==> src/sv/rrf_pkg.sv <==
package rrf_pkg;

  localparam int SCREEN_WIDTH  = 640;
  localparam int SCREEN_HEIGHT = 480;
  localparam int QBITS         = 8;

  typedef enum logic [2:0] {
    REG_RECT_LEFT     = 3'd0,
    REG_RECT_TOP      = 3'd1,
    REG_RECT_WIDTH    = 3'd2,
    REG_RECT_HEIGHT   = 3'd3,
    REG_CORNER_RADIUS = 3'd4,
    REG_FILL_COLOR    = 3'd5,
    REG_FILL_ALPHA    = 3'd6,
    REG_CORNER_MASK   = 3'd7
  } reg_index_t;

  typedef struct packed {
    logic signed [11:0] rect_left;
    logic signed [11:0] rect_top;
    logic [11:0]        rect_width;
    logic [11:0]        rect_height;
    logic [10:0]        corner_radius;
    logic [31:0]        fill_color;
    logic [7:0]         fill_alpha;
    logic [3:0]         corner_mask;
  } cfg_t;

  typedef struct packed {
    logic        in_shape;
    logic        corner;
    logic [31:0] dest;
  } ctl_t;

  function automatic logic [7:0] div255(input logic [15:0] x);
    logic [24:0] t;
    t = 25'(x) + 25'd1;
    t = (t << 8) + t;
    return t[23:16];
  endfunction

endpackage

==> src/sv/rrf_if.sv <==
interface rrf_in_if;
  logic        valid;
  logic        ready;
  logic [10:0] pixel_col;
  logic [10:0] pixel_row;
  logic [31:0] dest_pixel;
  modport source (output valid, output pixel_col, output pixel_row, output dest_pixel,
                  input ready);
  modport sink (input valid, input pixel_col, input pixel_row, input dest_pixel,
                output ready);
endinterface

interface rrf_out_if;
  logic        valid;
  logic        ready;
  logic [31:0] pixel_out;
  logic        write_enable;
  modport source (output valid, output pixel_out, output write_enable, input ready);
  modport sink (input valid, input pixel_out, input write_enable, output ready);
endinterface

==> src/sv/rrf_geom.sv <==
module rrf_geom
  import rrf_pkg::*;
(
  input  logic        clk,
  input  logic        rst,
  input  logic        en,
  input  cfg_t        cfg,
  input  logic        in_valid,
  input  logic [10:0] pixel_col,
  input  logic [10:0] pixel_row,
  input  logic [31:0] dest_pixel,
  output logic        out_valid,
  output ctl_t        out_ctl,
  output logic        out_full,
  output logic        out_zero,
  output logic [21:0] out_num,
  output logic [13:0] out_den
);

  logic [10:0]        rad;
  logic signed [13:0] i, j, wr, hb, rad_s;
  logic               lft, rgt, top, bot, in_shape;
  logic signed [13:0] ax_s, ay_s;
  ctl_t               ctl_c;

  logic        v0, v1, v2;
  ctl_t        ctl0, ctl1, ctl2;
  logic [11:0] ax0, ay0;
  logic [10:0] rad0;
  logic [23:0] ax2, ay2, r2;
  logic [12:0] band1;
  logic        full2, zero2;
  logic [13:0] diff2, den2;

  logic [24:0] d2;
  logic [25:0] hi;

  always_comb begin
    rad = cfg.corner_radius;
    if (rad > cfg.rect_width[11:1]) rad = cfg.rect_width[11:1];
    if (rad > cfg.rect_height[11:1]) rad = cfg.rect_height[11:1];
    rad_s = $signed({3'b000, rad});
    i  = $signed({3'b000, pixel_col}) - 14'(cfg.rect_left);
    j  = $signed({3'b000, pixel_row}) - 14'(cfg.rect_top);
    wr = $signed({2'b00, cfg.rect_width}) - rad_s;
    hb = $signed({2'b00, cfg.rect_height}) - rad_s;
    in_shape = ({1'b0, pixel_col} < 12'(SCREEN_WIDTH))
               && ({1'b0, pixel_row} < 12'(SCREEN_HEIGHT))
               && (i >= 0) && (i < $signed({2'b00, cfg.rect_width}))
               && (j >= 0) && (j < $signed({2'b00, cfg.rect_height}));
    lft = i < rad_s;
    rgt = i >= wr;
    top = j < rad_s;
    bot = j >= hb;
    ax_s = lft ? 14'(2 * (rad_s - i) - 14'sd1) : 14'(2 * (i - wr) + 14'sd1);
    ay_s = top ? 14'(2 * (rad_s - j) - 14'sd1) : 14'(2 * (j - hb) + 14'sd1);
    ctl_c.in_shape = in_shape;
    ctl_c.corner = in_shape && (rad != 11'd0) && (lft || rgt) && (top || bot)
                   && cfg.corner_mask[{!top, !lft}];
    ctl_c.dest = dest_pixel;
  end

  always_comb begin
    d2 = 25'(ax2) + 25'(ay2);
    hi = 26'(r2) + 26'(band1);
  end

  always_ff @(posedge clk) begin
    if (rst) begin
      v0 <= 1'b0;
      v1 <= 1'b0;
      v2 <= 1'b0;
      out_valid <= 1'b0;
    end else if (en) begin
      v0 <= in_valid;
      v1 <= v0;
      v2 <= v1;
      out_valid <= v2;
    end
  end

  always_ff @(posedge clk) begin
    if (en) begin
      ctl0 <= ctl_c;
      ax0  <= ax_s[11:0];
      ay0  <= ay_s[11:0];
      rad0 <= rad;

      ctl1  <= ctl0;
      ax2   <= 24'(ax0) * 24'(ax0);
      ay2   <= 24'(ay0) * 24'(ay0);
      r2    <= 24'({rad0, 1'b0}) * 24'({rad0, 1'b0});
      band1 <= {rad0, 2'b01};

      ctl2  <= ctl1;
      full2 <= (26'(d2) + 26'(band1)) <= 26'(r2);
      zero2 <= 26'(d2) >= hi;
      diff2 <= 14'(hi - 26'(d2));
      den2  <= {band1, 1'b0};

      out_ctl  <= ctl2;
      out_full <= full2;
      out_zero <= zero2;
      out_num  <= {diff2, 8'b0} - 22'(diff2);
      out_den  <= den2;
    end
  end

endmodule

==> src/sv/rrf_div.sv <==
module rrf_div
  import rrf_pkg::*;
(
  input  logic             clk,
  input  logic             rst,
  input  logic             en,
  input  logic             in_valid,
  input  ctl_t             in_ctl,
  input  logic             in_full,
  input  logic             in_zero,
  input  logic [21:0]      in_num,
  input  logic [13:0]      in_den,
  output logic             out_valid,
  output ctl_t             out_ctl,
  output logic             out_full,
  output logic             out_zero,
  output logic [QBITS-1:0] out_quot
);

  logic             v    [QBITS];
  ctl_t             ctl  [QBITS];
  logic             full [QBITS];
  logic             zero [QBITS];
  logic [21:0]      rem  [QBITS];
  logic [13:0]      den  [QBITS];
  logic [QBITS-1:0] quot [QBITS];

  for (genvar k = 0; k < QBITS; k++) begin : g_stage
    localparam int BIT = QBITS - 1 - k;
    logic             s_v, s_full, s_zero, take;
    ctl_t             s_ctl;
    logic [21:0]      s_rem, trial;
    logic [13:0]      s_den;
    logic [QBITS-1:0] s_quot;

    if (k == 0) begin : g_first
      assign s_v    = in_valid;
      assign s_ctl  = in_ctl;
      assign s_full = in_full;
      assign s_zero = in_zero;
      assign s_rem  = in_num;
      assign s_den  = in_den;
      assign s_quot = '0;
    end else begin : g_next
      assign s_v    = v[k-1];
      assign s_ctl  = ctl[k-1];
      assign s_full = full[k-1];
      assign s_zero = zero[k-1];
      assign s_rem  = rem[k-1];
      assign s_den  = den[k-1];
      assign s_quot = quot[k-1];
    end

    assign trial = 22'(s_den) << BIT;
    assign take  = s_rem >= trial;

    always_ff @(posedge clk) begin
      if (rst) begin
        v[k] <= 1'b0;
      end else if (en) begin
        v[k] <= s_v;
      end
    end

    always_ff @(posedge clk) begin
      if (en) begin
        ctl[k]  <= s_ctl;
        full[k] <= s_full;
        zero[k] <= s_zero;
        den[k]  <= s_den;
        rem[k]  <= take ? s_rem - trial : s_rem;
        quot[k] <= s_quot | (QBITS'(take) << BIT);
      end
    end
  end

  assign out_valid = v[QBITS-1];
  assign out_ctl   = ctl[QBITS-1];
  assign out_full  = full[QBITS-1];
  assign out_zero  = zero[QBITS-1];
  assign out_quot  = quot[QBITS-1];

endmodule

==> src/sv/rrf_blend.sv <==
module rrf_blend
  import rrf_pkg::*;
(
  input  logic             clk,
  input  logic             rst,
  input  logic             en,
  input  cfg_t             cfg,
  input  logic             in_valid,
  input  ctl_t             in_ctl,
  input  logic             in_full,
  input  logic             in_zero,
  input  logic [QBITS-1:0] in_quot,
  output logic             out_valid,
  output logic [31:0]      pixel_out,
  output logic             write_enable
);

  logic [7:0]  cov_c, a_c, na;
  logic        v0, v1, v2;
  ctl_t        ctl0, ctl1, ctl2;
  logic [7:0]  cov0, a1, a2;
  logic [15:0] prod0;
  logic [15:0] sum_r, sum_g, sum_b;
  logic        wr_c;

  always_comb begin
    if (in_full) begin
      cov_c = 8'hFF;
    end else if (in_zero) begin
      cov_c = 8'h00;
    end else begin
      cov_c = in_quot;
    end
  end

  always_comb begin
    if (!ctl0.corner) begin
      a_c = cfg.fill_alpha;
    end else if (cov0 == 8'd0) begin
      a_c = 8'd0;
    end else if (cfg.fill_alpha == 8'hFF) begin
      a_c = cov0;
    end else begin
      a_c = div255(prod0);
    end
  end

  assign na   = 8'hFF - a1;
  assign wr_c = ctl2.in_shape && (a2 != 8'd0);

  always_ff @(posedge clk) begin
    if (rst) begin
      v0 <= 1'b0;
      v1 <= 1'b0;
      v2 <= 1'b0;
      out_valid <= 1'b0;
    end else if (en) begin
      v0 <= in_valid;
      v1 <= v0;
      v2 <= v1;
      out_valid <= v2;
    end
  end

  always_ff @(posedge clk) begin
    if (en) begin
      ctl0  <= in_ctl;
      cov0  <= cov_c;
      prod0 <= 16'(cov_c) * 16'(cfg.fill_alpha);

      ctl1 <= ctl0;
      a1   <= a_c;

      ctl2  <= ctl1;
      a2    <= a1;
      sum_r <= 16'(ctl1.dest[7:0]) * 16'(na) + 16'(cfg.fill_color[7:0]) * 16'(a1);
      sum_g <= 16'(ctl1.dest[15:8]) * 16'(na) + 16'(cfg.fill_color[15:8]) * 16'(a1);
      sum_b <= 16'(ctl1.dest[23:16]) * 16'(na) + 16'(cfg.fill_color[23:16]) * 16'(a1);

      write_enable <= wr_c;
      if (!wr_c) begin
        pixel_out <= ctl2.dest;
      end else if (a2 == 8'hFF) begin
        pixel_out <= cfg.fill_color;
      end else begin
        pixel_out <= {8'hFF, div255(sum_b), div255(sum_g), div255(sum_r)};
      end
    end
  end

endmodule

==> src/sv/rounded_rect_alpha_fill.sv <==
// Channel   Role   Payload
// pix_in    sink   pixel_col, pixel_row, dest_pixel
// pix_out   source pixel_out, write_enable
// cfg       write  cfg_we, cfg_index, cfg_data
//
// One pixel enters per clock unless a result waits at the output; its result passes
// through the 4 geometry stages, the 8 stages of the coverage divider and the 4 blend
// stages into the output register. The whole pipeline holds while a result waits at
// the output.
// Reset is synchronous and clears the valid bits and loads the register defaults.
module rounded_rect_alpha_fill
  import rrf_pkg::*;
(
  input  logic        clk,
  input  logic        rst,
  rrf_in_if.sink      pix_in,
  rrf_out_if.source   pix_out,
  input  logic        cfg_we,
  input  logic [2:0]  cfg_index,
  input  logic [31:0] cfg_data
);

  cfg_t             cfg;
  logic             en;
  logic             g_valid, d_valid, b_valid;
  ctl_t             g_ctl, d_ctl;
  logic             g_full, g_zero, d_full, d_zero;
  logic [21:0]      g_num;
  logic [13:0]      g_den;
  logic [QBITS-1:0] d_quot;

  always_ff @(posedge clk) begin
    if (rst) begin
      cfg.rect_left     <= '0;
      cfg.rect_top      <= '0;
      cfg.rect_width    <= '0;
      cfg.rect_height   <= '0;
      cfg.corner_radius <= '0;
      cfg.fill_color    <= '0;
      cfg.fill_alpha    <= 8'hFF;
      cfg.corner_mask   <= 4'hF;
    end else if (cfg_we) begin
      unique case (reg_index_t'(cfg_index))
        REG_RECT_LEFT:     cfg.rect_left     <= cfg_data[11:0];
        REG_RECT_TOP:      cfg.rect_top      <= cfg_data[11:0];
        REG_RECT_WIDTH:    cfg.rect_width    <= cfg_data[11:0];
        REG_RECT_HEIGHT:   cfg.rect_height   <= cfg_data[11:0];
        REG_CORNER_RADIUS: cfg.corner_radius <= cfg_data[10:0];
        REG_FILL_COLOR:    cfg.fill_color    <= cfg_data;
        REG_FILL_ALPHA:    cfg.fill_alpha    <= cfg_data[7:0];
        REG_CORNER_MASK:   cfg.corner_mask   <= cfg_data[3:0];
      endcase
    end
  end

  assign en           = !b_valid || pix_out.ready;
  assign pix_in.ready = en;
  assign pix_out.valid = b_valid;

  rrf_geom u_geom (
    .clk        (clk),
    .rst        (rst),
    .en         (en),
    .cfg        (cfg),
    .in_valid   (pix_in.valid),
    .pixel_col  (pix_in.pixel_col),
    .pixel_row  (pix_in.pixel_row),
    .dest_pixel (pix_in.dest_pixel),
    .out_valid  (g_valid),
    .out_ctl    (g_ctl),
    .out_full   (g_full),
    .out_zero   (g_zero),
    .out_num    (g_num),
    .out_den    (g_den)
  );

  rrf_div u_div (
    .clk       (clk),
    .rst       (rst),
    .en        (en),
    .in_valid  (g_valid),
    .in_ctl    (g_ctl),
    .in_full   (g_full),
    .in_zero   (g_zero),
    .in_num    (g_num),
    .in_den    (g_den),
    .out_valid (d_valid),
    .out_ctl   (d_ctl),
    .out_full  (d_full),
    .out_zero  (d_zero),
    .out_quot  (d_quot)
  );

  rrf_blend u_blend (
    .clk          (clk),
    .rst          (rst),
    .en           (en),
    .cfg          (cfg),
    .in_valid     (d_valid),
    .in_ctl       (d_ctl),
    .in_full      (d_full),
    .in_zero      (d_zero),
    .in_quot      (d_quot),
    .out_valid    (b_valid),
    .pixel_out    (pix_out.pixel_out),
    .write_enable (pix_out.write_enable)
  );

endmodule

==> src/flat_wrapper.sv <==
// flat-port wrapper written by rule: the top's interface ports become plain ports
module rounded_rect_alpha_fill_flat import rrf_pkg::*;
  (clk, rst, cfg_we, cfg_index, cfg_data, pix_in_valid, pix_in_pixel_col, pix_in_pixel_row, pix_in_dest_pixel, pix_in_ready, pix_out_valid, pix_out_pixel_out, pix_out_write_enable, pix_out_ready);
  rrf_in_if pix_in_i ();
  rrf_out_if pix_out_i ();
  input  logic clk;
  input  logic rst;
  input  logic cfg_we;
  input  logic [2:0] cfg_index;
  input  logic [31:0] cfg_data;
  input wire logic [$bits(pix_in_i.valid)-1:0] pix_in_valid;
  input wire logic [$bits(pix_in_i.pixel_col)-1:0] pix_in_pixel_col;
  input wire logic [$bits(pix_in_i.pixel_row)-1:0] pix_in_pixel_row;
  input wire logic [$bits(pix_in_i.dest_pixel)-1:0] pix_in_dest_pixel;
  output wire logic [$bits(pix_in_i.ready)-1:0] pix_in_ready;
  output wire logic [$bits(pix_out_i.valid)-1:0] pix_out_valid;
  output wire logic [$bits(pix_out_i.pixel_out)-1:0] pix_out_pixel_out;
  output wire logic [$bits(pix_out_i.write_enable)-1:0] pix_out_write_enable;
  input wire logic [$bits(pix_out_i.ready)-1:0] pix_out_ready;
  assign pix_in_i.valid = pix_in_valid;
  assign pix_in_i.pixel_col = pix_in_pixel_col;
  assign pix_in_i.pixel_row = pix_in_pixel_row;
  assign pix_in_i.dest_pixel = pix_in_dest_pixel;
  assign pix_in_ready = pix_in_i.ready;
  assign pix_out_valid = pix_out_i.valid;
  assign pix_out_pixel_out = pix_out_i.pixel_out;
  assign pix_out_write_enable = pix_out_i.write_enable;
  assign pix_out_i.ready = pix_out_ready;
  rounded_rect_alpha_fill u_core (.clk(clk), .rst(rst), .pix_in(pix_in_i), .pix_out(pix_out_i), .cfg_we(cfg_we), .cfg_index(cfg_index), .cfg_data(cfg_data));
endmodule
==> config.mk <==
export PLATFORM = sky130hd
export DESIGN_NAME = rounded_rect_alpha_fill_flat
export DESIGN_NICKNAME = d
export VERILOG_FILES = /design/src/sv/rrf_pkg.sv /design/src/sv/rrf_if.sv /design/src/sv/rrf_geom.sv /design/src/sv/rrf_div.sv /design/src/sv/rrf_blend.sv /design/src/sv/rounded_rect_alpha_fill.sv /design/src/flat_wrapper.sv
export SDC_FILE = /design/constraint.sdc
export NUM_CORES = 2
export LEC_CHECK = 0
export BUFFER_PORTS_ARGS = -buffer_cell sky130_fd_sc_hd__buf_2
export CAP_MARGIN = 30
export CORE_ASPECT_RATIO = 0.6
export CORE_MARGIN = 2
export CORE_UTILIZATION = 46
export CTS_CLUSTER_DIAMETER = 200
export DETAILED_ROUTE_END_ITERATION = 16
export GPL_TIMING_DRIVEN = 0
export PLACE_DENSITY = 0.72
export SYNTH_ARGS = -nofsm -noshare
export SYNTH_HDL_FRONTEND = slang
export SYNTH_HIERARCHICAL = 1
export SYNTH_SLANG_ARGS = --single-unit
==> constraint.sdc <==
create_clock -name clk -period 49.1 [get_ports clk]
set_input_delay 7.365 -clock clk [delete_from_list [all_inputs] [get_ports clk]]
set_output_delay 7.365 -clock clk [all_outputs]
set_load 0.005 [all_outputs]
* Word-level counts from Yosys, hierarchy flattened
Memory sizes are Yosys's and may differ from the RTL's. A register that Yosys moved wholly into a read port is not among the register bits.
Index checks and enable logic that the tools add are counted.
** Storage, ports and cells
- Bits in read-only memories :: 0
- Input bits :: 94
- Word-level logic and storage cells :: 219
- Bits in latches :: 0
- Bits in writable memories :: 648
- Output and inout port bits :: 35
- Register bits after elaboration :: 611
- Memories :: 7
** Memory list
- u_core.u_div.ctl :: depth 8, width 34, read ports 8, clocked after Yosys merged registers in 1, write ports 8, RTL line rrf_div.sv:21 : ctl_t ctl [QBITS];
- u_core.u_div.rem :: depth 8, width 22, read ports 7, clocked after Yosys merged registers in 0, write ports 8, RTL line rrf_div.sv:24 : logic [21:0] rem [QBITS];
- u_core.u_div.den :: depth 8, width 14, read ports 7, clocked after Yosys merged registers in 0, write ports 8, RTL line rrf_div.sv:25 : logic [13:0] den [QBITS];
- u_core.u_div.quot :: depth 8, width 8, read ports 8, clocked after Yosys merged registers in 0, write ports 8, RTL line rrf_div.sv:26 : logic [QBITS-1:0] quot [QBITS];
- u_core.u_div.full :: depth 8, width 1, read ports 8, clocked after Yosys merged registers in 0, write ports 8, RTL line rrf_div.sv:22 : logic full [QBITS];
- u_core.u_div.v :: depth 8, width 1, read ports 8, clocked after Yosys merged registers in 1, write ports 8, RTL line rrf_div.sv:20 : logic v [QBITS];
- +1 memories
** Operators by class
- Multipliers :: 10
- Shift-type cells :: 0
- Div/mod/pow operators :: 0
- Add/subtract/negate cells :: 37
- Magnitude comparators :: 23
- Reductions and logical operators :: 28
- Muxes and demuxes :: 35
- Equality and inequality tests :: 9
- Bitwise operators :: 15
** Operators by type and width (count)
- $mux 22 :: 8
- $mul 8x8->16 :: 7
- $add 24x17->24 :: 4
- $add 16x1->17 const B :: 4
- $mux 32 :: 2
- $add 16x16->16 :: 3
- $mul 12x12->24 :: 2
- $sub 11x11->11 :: 4
- $sub 22x14->22 :: 2
- $mux 8 :: 5
- $add 25x13->26 :: 1
- $ge 13x1->1 const B :: 2
- $ge 13x13->1 :: 2
- $le 26x24->1 :: 1
- $lt 13x12->1 :: 2
- $lt 13x13->1 :: 2
- $sub 12x11->13 :: 2
- $sub 12x12->13 :: 2
- $add 24x13->25 :: 1
- $add 24x24->25 :: 1
- $ge 25x25->1 :: 1
- $add 12x2->12 const B :: 2
- $mux 12 :: 2
- $sub 12x2->12 const B :: 2
- 45 further kinds :: 93

* Longest topological paths before layout
- Depth after elaboration :: 10
- Gate-level depth with buffers :: 38

* Cells and area by module
The synthesis kept the hierarchy.
** Modules (own cells, without submodules)
- rrf_geom :: cells an instance 2963, sequential area each 9148.8 µm², area each 30067.6 µm², times used 1
- rrf_blend :: cells an instance 2472, sequential area each 6716.4 µm², area each 25295.5 µm², times used 1
- rrf_div :: cells an instance 1690, sequential area each 17536.8 µm², area each 24981.5 µm², times used 1
- rounded_rect_alpha_fill :: cells an instance 394, sequential area each 2062.0 µm², area each 4216.5 µm², times used 1

* Least setup slack after synthesis
Ideal clock, no wire load.
- Kind :: input to output
- From :: input port pix_out_ready
- To :: output port pix_in_ready
- Cell stages on the path :: 1
- Data required time :: 41735 ps
- Data arrival time :: 33573 ps
- Setup slack :: 8162 ps
- Cell sequence :: nand2b_1
** Between the ends
- Cells in the longest elaborated chain, start to end :: 1
** Ends and longest elaborated chain
- start: declaration :: RTL line flat_wrapper.sv:19 : input wire logic [$bits(pix_out_i.ready)-1:0] pix_out_ready;
- $logic_or 1x1->1 :: RTL line rounded_rect_alpha_fill.sv:56 : assign en = !b_valid || pix_out.ready;
- end: declaration :: RTL line flat_wrapper.sv:15 : output wire logic [$bits(pix_in_i.ready)-1:0] pix_in_ready;
Every way passes these cells.

* Worst setup path after layout
Same ends and word-level chain as after synthesis.

==> results summary <==
Hold repair after CTS inserted 0 buffers. The worst min-delay path category is register to register. Summing all non-filler instances in the final layout gives an area of 0.0929 mm². In the finished design, the share of the clock period the worst path needs comes to 0.333. The number of global-route vias before repair came to 55438.

The initial utilization of the core area, before any placement, comes to 0.465. The combined area of all synthesized cells came out at 0.0846 mm². For this run, design rule violations remaining after detail routing come to 0. The number of pins exceeding their max-slew limit in the final report came out at 0. The startpoint kind of the worst setup timing path is an input port. The mean area per synthesized cell came out at 11.2 µm². The number of enable flip-flop cells after synthesis came out at 1107. The worst register-to-register path begins at u_core/cfg[69]. The quantity of I/O buffers inserted on ports is 128. The synthesized design spends more area on one cell type than any other, namely edfxtp_1. The standard cell area after detailed placement came out at 0.0888 mm².

By count the netlist is led by inv_1, edfxtp_1, ha_1, fa_1, nand2_1. After clock tree synthesis, the clock-pin slew on the worst setup and hold paths is 0.07 ns. For this run, the total global-route usage over all layers was measured as 0.210. Setup repair after global routing left no endpoint under its margin. The die is 558 µm wide. The highest clock rate came out at 0.0612 GHz.

After filler insertion, the fill cell instance count of the layout stands at 15719. The pin count of the biggest net entering global routing came out at 73. The post-synthesis register bit count is 1218. The worst hold path begins at u_core/u_div/ctl[0][109]. The share of synthesized area in the top cell type comes to 0.393.

The mean routed wirelength per cell came out at 18.9 µm. The number of buffers between clock root and the deepest sink is 3. The first-pass detailed-route iteration total came out at 8.

The number of buffers inserted during clock tree synthesis is 114. The number of buffers inserted by post-CTS setup repair came out at 0. The number of cells after detailed placement came out at 10136. STA classifies the critical path endpoint as an output port.

The critical path class is input port to output port. The number of sinks handled by clock tree synthesis came out at 1218. The worst slew margin relative to its limit came out at 0.290. The die covers 0.187 mm².

The minimum period implied by the final worst setup slack came out at 16.33 ns. Setup slack closes at 32.77 ns. For this run, the number of standard cells in the final layout without fillers is 10354.

In this run the worst path has a maximum fanout of 72. The count of different cell masters after synthesis came out at 120. The global-route wire length before repair is 309000 µm. The synthesized netlist cell count is 7519. For the worst flop-to-flop path, the logic depth is 36.

The share of synthesized registers carrying an async set or reset came out at 0. The total overflow reported by the global router came out at 0. The leading register cell type out of synthesis is edfxtp_1. The number of gates resized after cts came out at 0.

Across the run, the number of max-cap violations was 0. TritonCTS built the clock tree. The transition time at the pin with the least slew margin came out at 1.07 ns.

The worst register-to-register path ends at u_core/u_geom/ctl0[32]. The largest clock skew in the final design is 0.0658 ns. The number of hold violations in the final report was 0. The final sum of negative setup slack is 0 ns. The ratio of routed vias to standard cells is 5.41. At the end of routability-driven placement, the weighted congestion stood at 0.943.

The Yosys step of the flow raised 6 warnings. The number of antenna violations at the first check in global routing is 15. The worst slack at placement came out at 32.73 ns. The post-detailed-route count of antenna-violating nets is 0. After detailed routing, the total wire length is 196000 µm. The height of the chip is 336 µm. The data arrival at the endpoint of the critical path came out at 8.96 ns. The setup slack of the worst register-to-register path came out at 38.82 ns. The growth of design area from synthesis to finish came out at 9.80%. The number of cells on the worst hold path came out at 0. The flow ran to the end, and the final reports show no timing, DRC or antenna violations. The critical path required time is 41.74 ns. The count of endpoints failing setup in the final report is 0. The root buffer cell is clkbuf_16. In this run the core area contains 121 standard-cell rows. Of the cells placed in the final design, the portion with a size suffix greater than 1 is 0.0711. At the end of the flow, the number of nets in the layout was 9227. The insertion delay to the later sink of the worst-skew pair came out at 0.77 ns. The detailed router finished its first iteration with 5481 violations. The placed wire-length estimate after detailed placement came out at 153000 µm. The total I/O pin count came out at 129. The area of the placeable core came out at 0.182 mm². The detailed router placed 55971 vias in this run.

The worst hold path terminates at u_core/u_div/ctl[1][7]. The share of the Yosys chip area taken by registers is 0.419. In the post-synthesis netlist, the biggest area contributors are edfxtp_1, fa_1, ha_1. The dominant cell by count in the synthesized netlist is inv_1.

The number of H-tree levels is 3.
sequential cells by signal, indices dropped and copies added (netlist names), 33 cells and up:
register and cells:
u_core/cfg 103, u_core/u_blend/ctl0 34, u_core/u_blend/ctl1 33, u_core/u_blend/ctl2 33, u_core/u_div/ctl 272, u_core/u_div/den 98
u_core/u_div/quot 36, u_core/u_div/rem 154, u_core/u_geom/ctl0 34, u_core/u_geom/ctl1 34, u_core/u_geom/ctl2 34, u_core/u_geom/out_ctl 34
routing by layer:
metal,share of wire,vias up,track usage
li1,-,26148,-
met1,0.48,27347,0.325
met2,0.41,2166,0.300
met3,0.092,308,0.0425
met4,0.021,2,0.0471
met5,0.000066,-,0
per-stage QoR:
step                      hold WS, ns  utilization
final                           0.412        0.510
after CTS                       0.415        0.510
after floorplan                 0.400            -
after detailed placement        0.405        0.488
after global routing            0.421        0.510
after global placement          0.401        0.485
layout make-up:
type                    instances  area, µm²  share of cell area
diodes                          3       7.51           0.0000809
plain buffers                 198       1000              0.0108
clock buffers                 142       3090              0.0333
clock inverters                72        898             0.00968
inverters                    1154       4330              0.0467
multi-input cells            4954      43800               0.472
flip-flops and latches       1218      35500               0.382
well taps                    2460       3080              0.0331
repair buffers                153       1190              0.0128
worst max-delay path by stage:
stage | from | depth (start not counted) | end
final | pix_out_ready | 6 | pix_in_ready
after CTS | pix_out_ready | 6 | pix_in_ready
after global placement | pix_out_ready | 3 | pix_in_ready
after global routing | pix_out_ready | 6 | pix_in_ready
after floorplan | pix_out_ready | 1 | pix_in_ready
after detailed placement | pix_out_ready | 6 | pix_in_ready
worst max-delay path: stages:
cell and delay (ns):
buf_2 0.08, nand2b_4 0.27, buf_16 0.32, buf_12 0.30
buf_16 0.32, buf_2 0.18
cells in the final DEF (no fill, tap or decap), types with 51 or more instances in the layout:
master / count
nor2_1: 374
mux2i_1: 124
nor3_1: 115
fa_1: 558
inv_1: 1149
xor2_1: 148
ha_1: 782
dfxtp_1: 111
nand3_1: 107
buf_2: 152
nand2_1: 411
edfxtp_1: 1107
o21ai_0: 211
clkbuf_16: 117
a21oi_1: 313
nand4_1: 58
nand2b_1: 245
xnor2_1: 289
o21a_1: 51
nor2b_1: 168
a21o_1: 111
clkbuf_1: 133
and2_1: 246
logic make-up (layout without fill, tap and decap cells):
group,after synthesis,count (layout),synth area share
compound gates,1041,1041,0.0805
xor+xnor,439,439,0.0456
fa+ha+maj,1345,1345,0.248
buf+inv,1352,1719,0.0631
flops,1218,1218,0.419
mux,169,169,0.0208
other cells,3,11,0.000133
simple gates,1952,1952,0.122
Power is left out: the tool's default activity adds up to more than one toggle a clock period on the data nets, which glitch-free logic cannot reach.
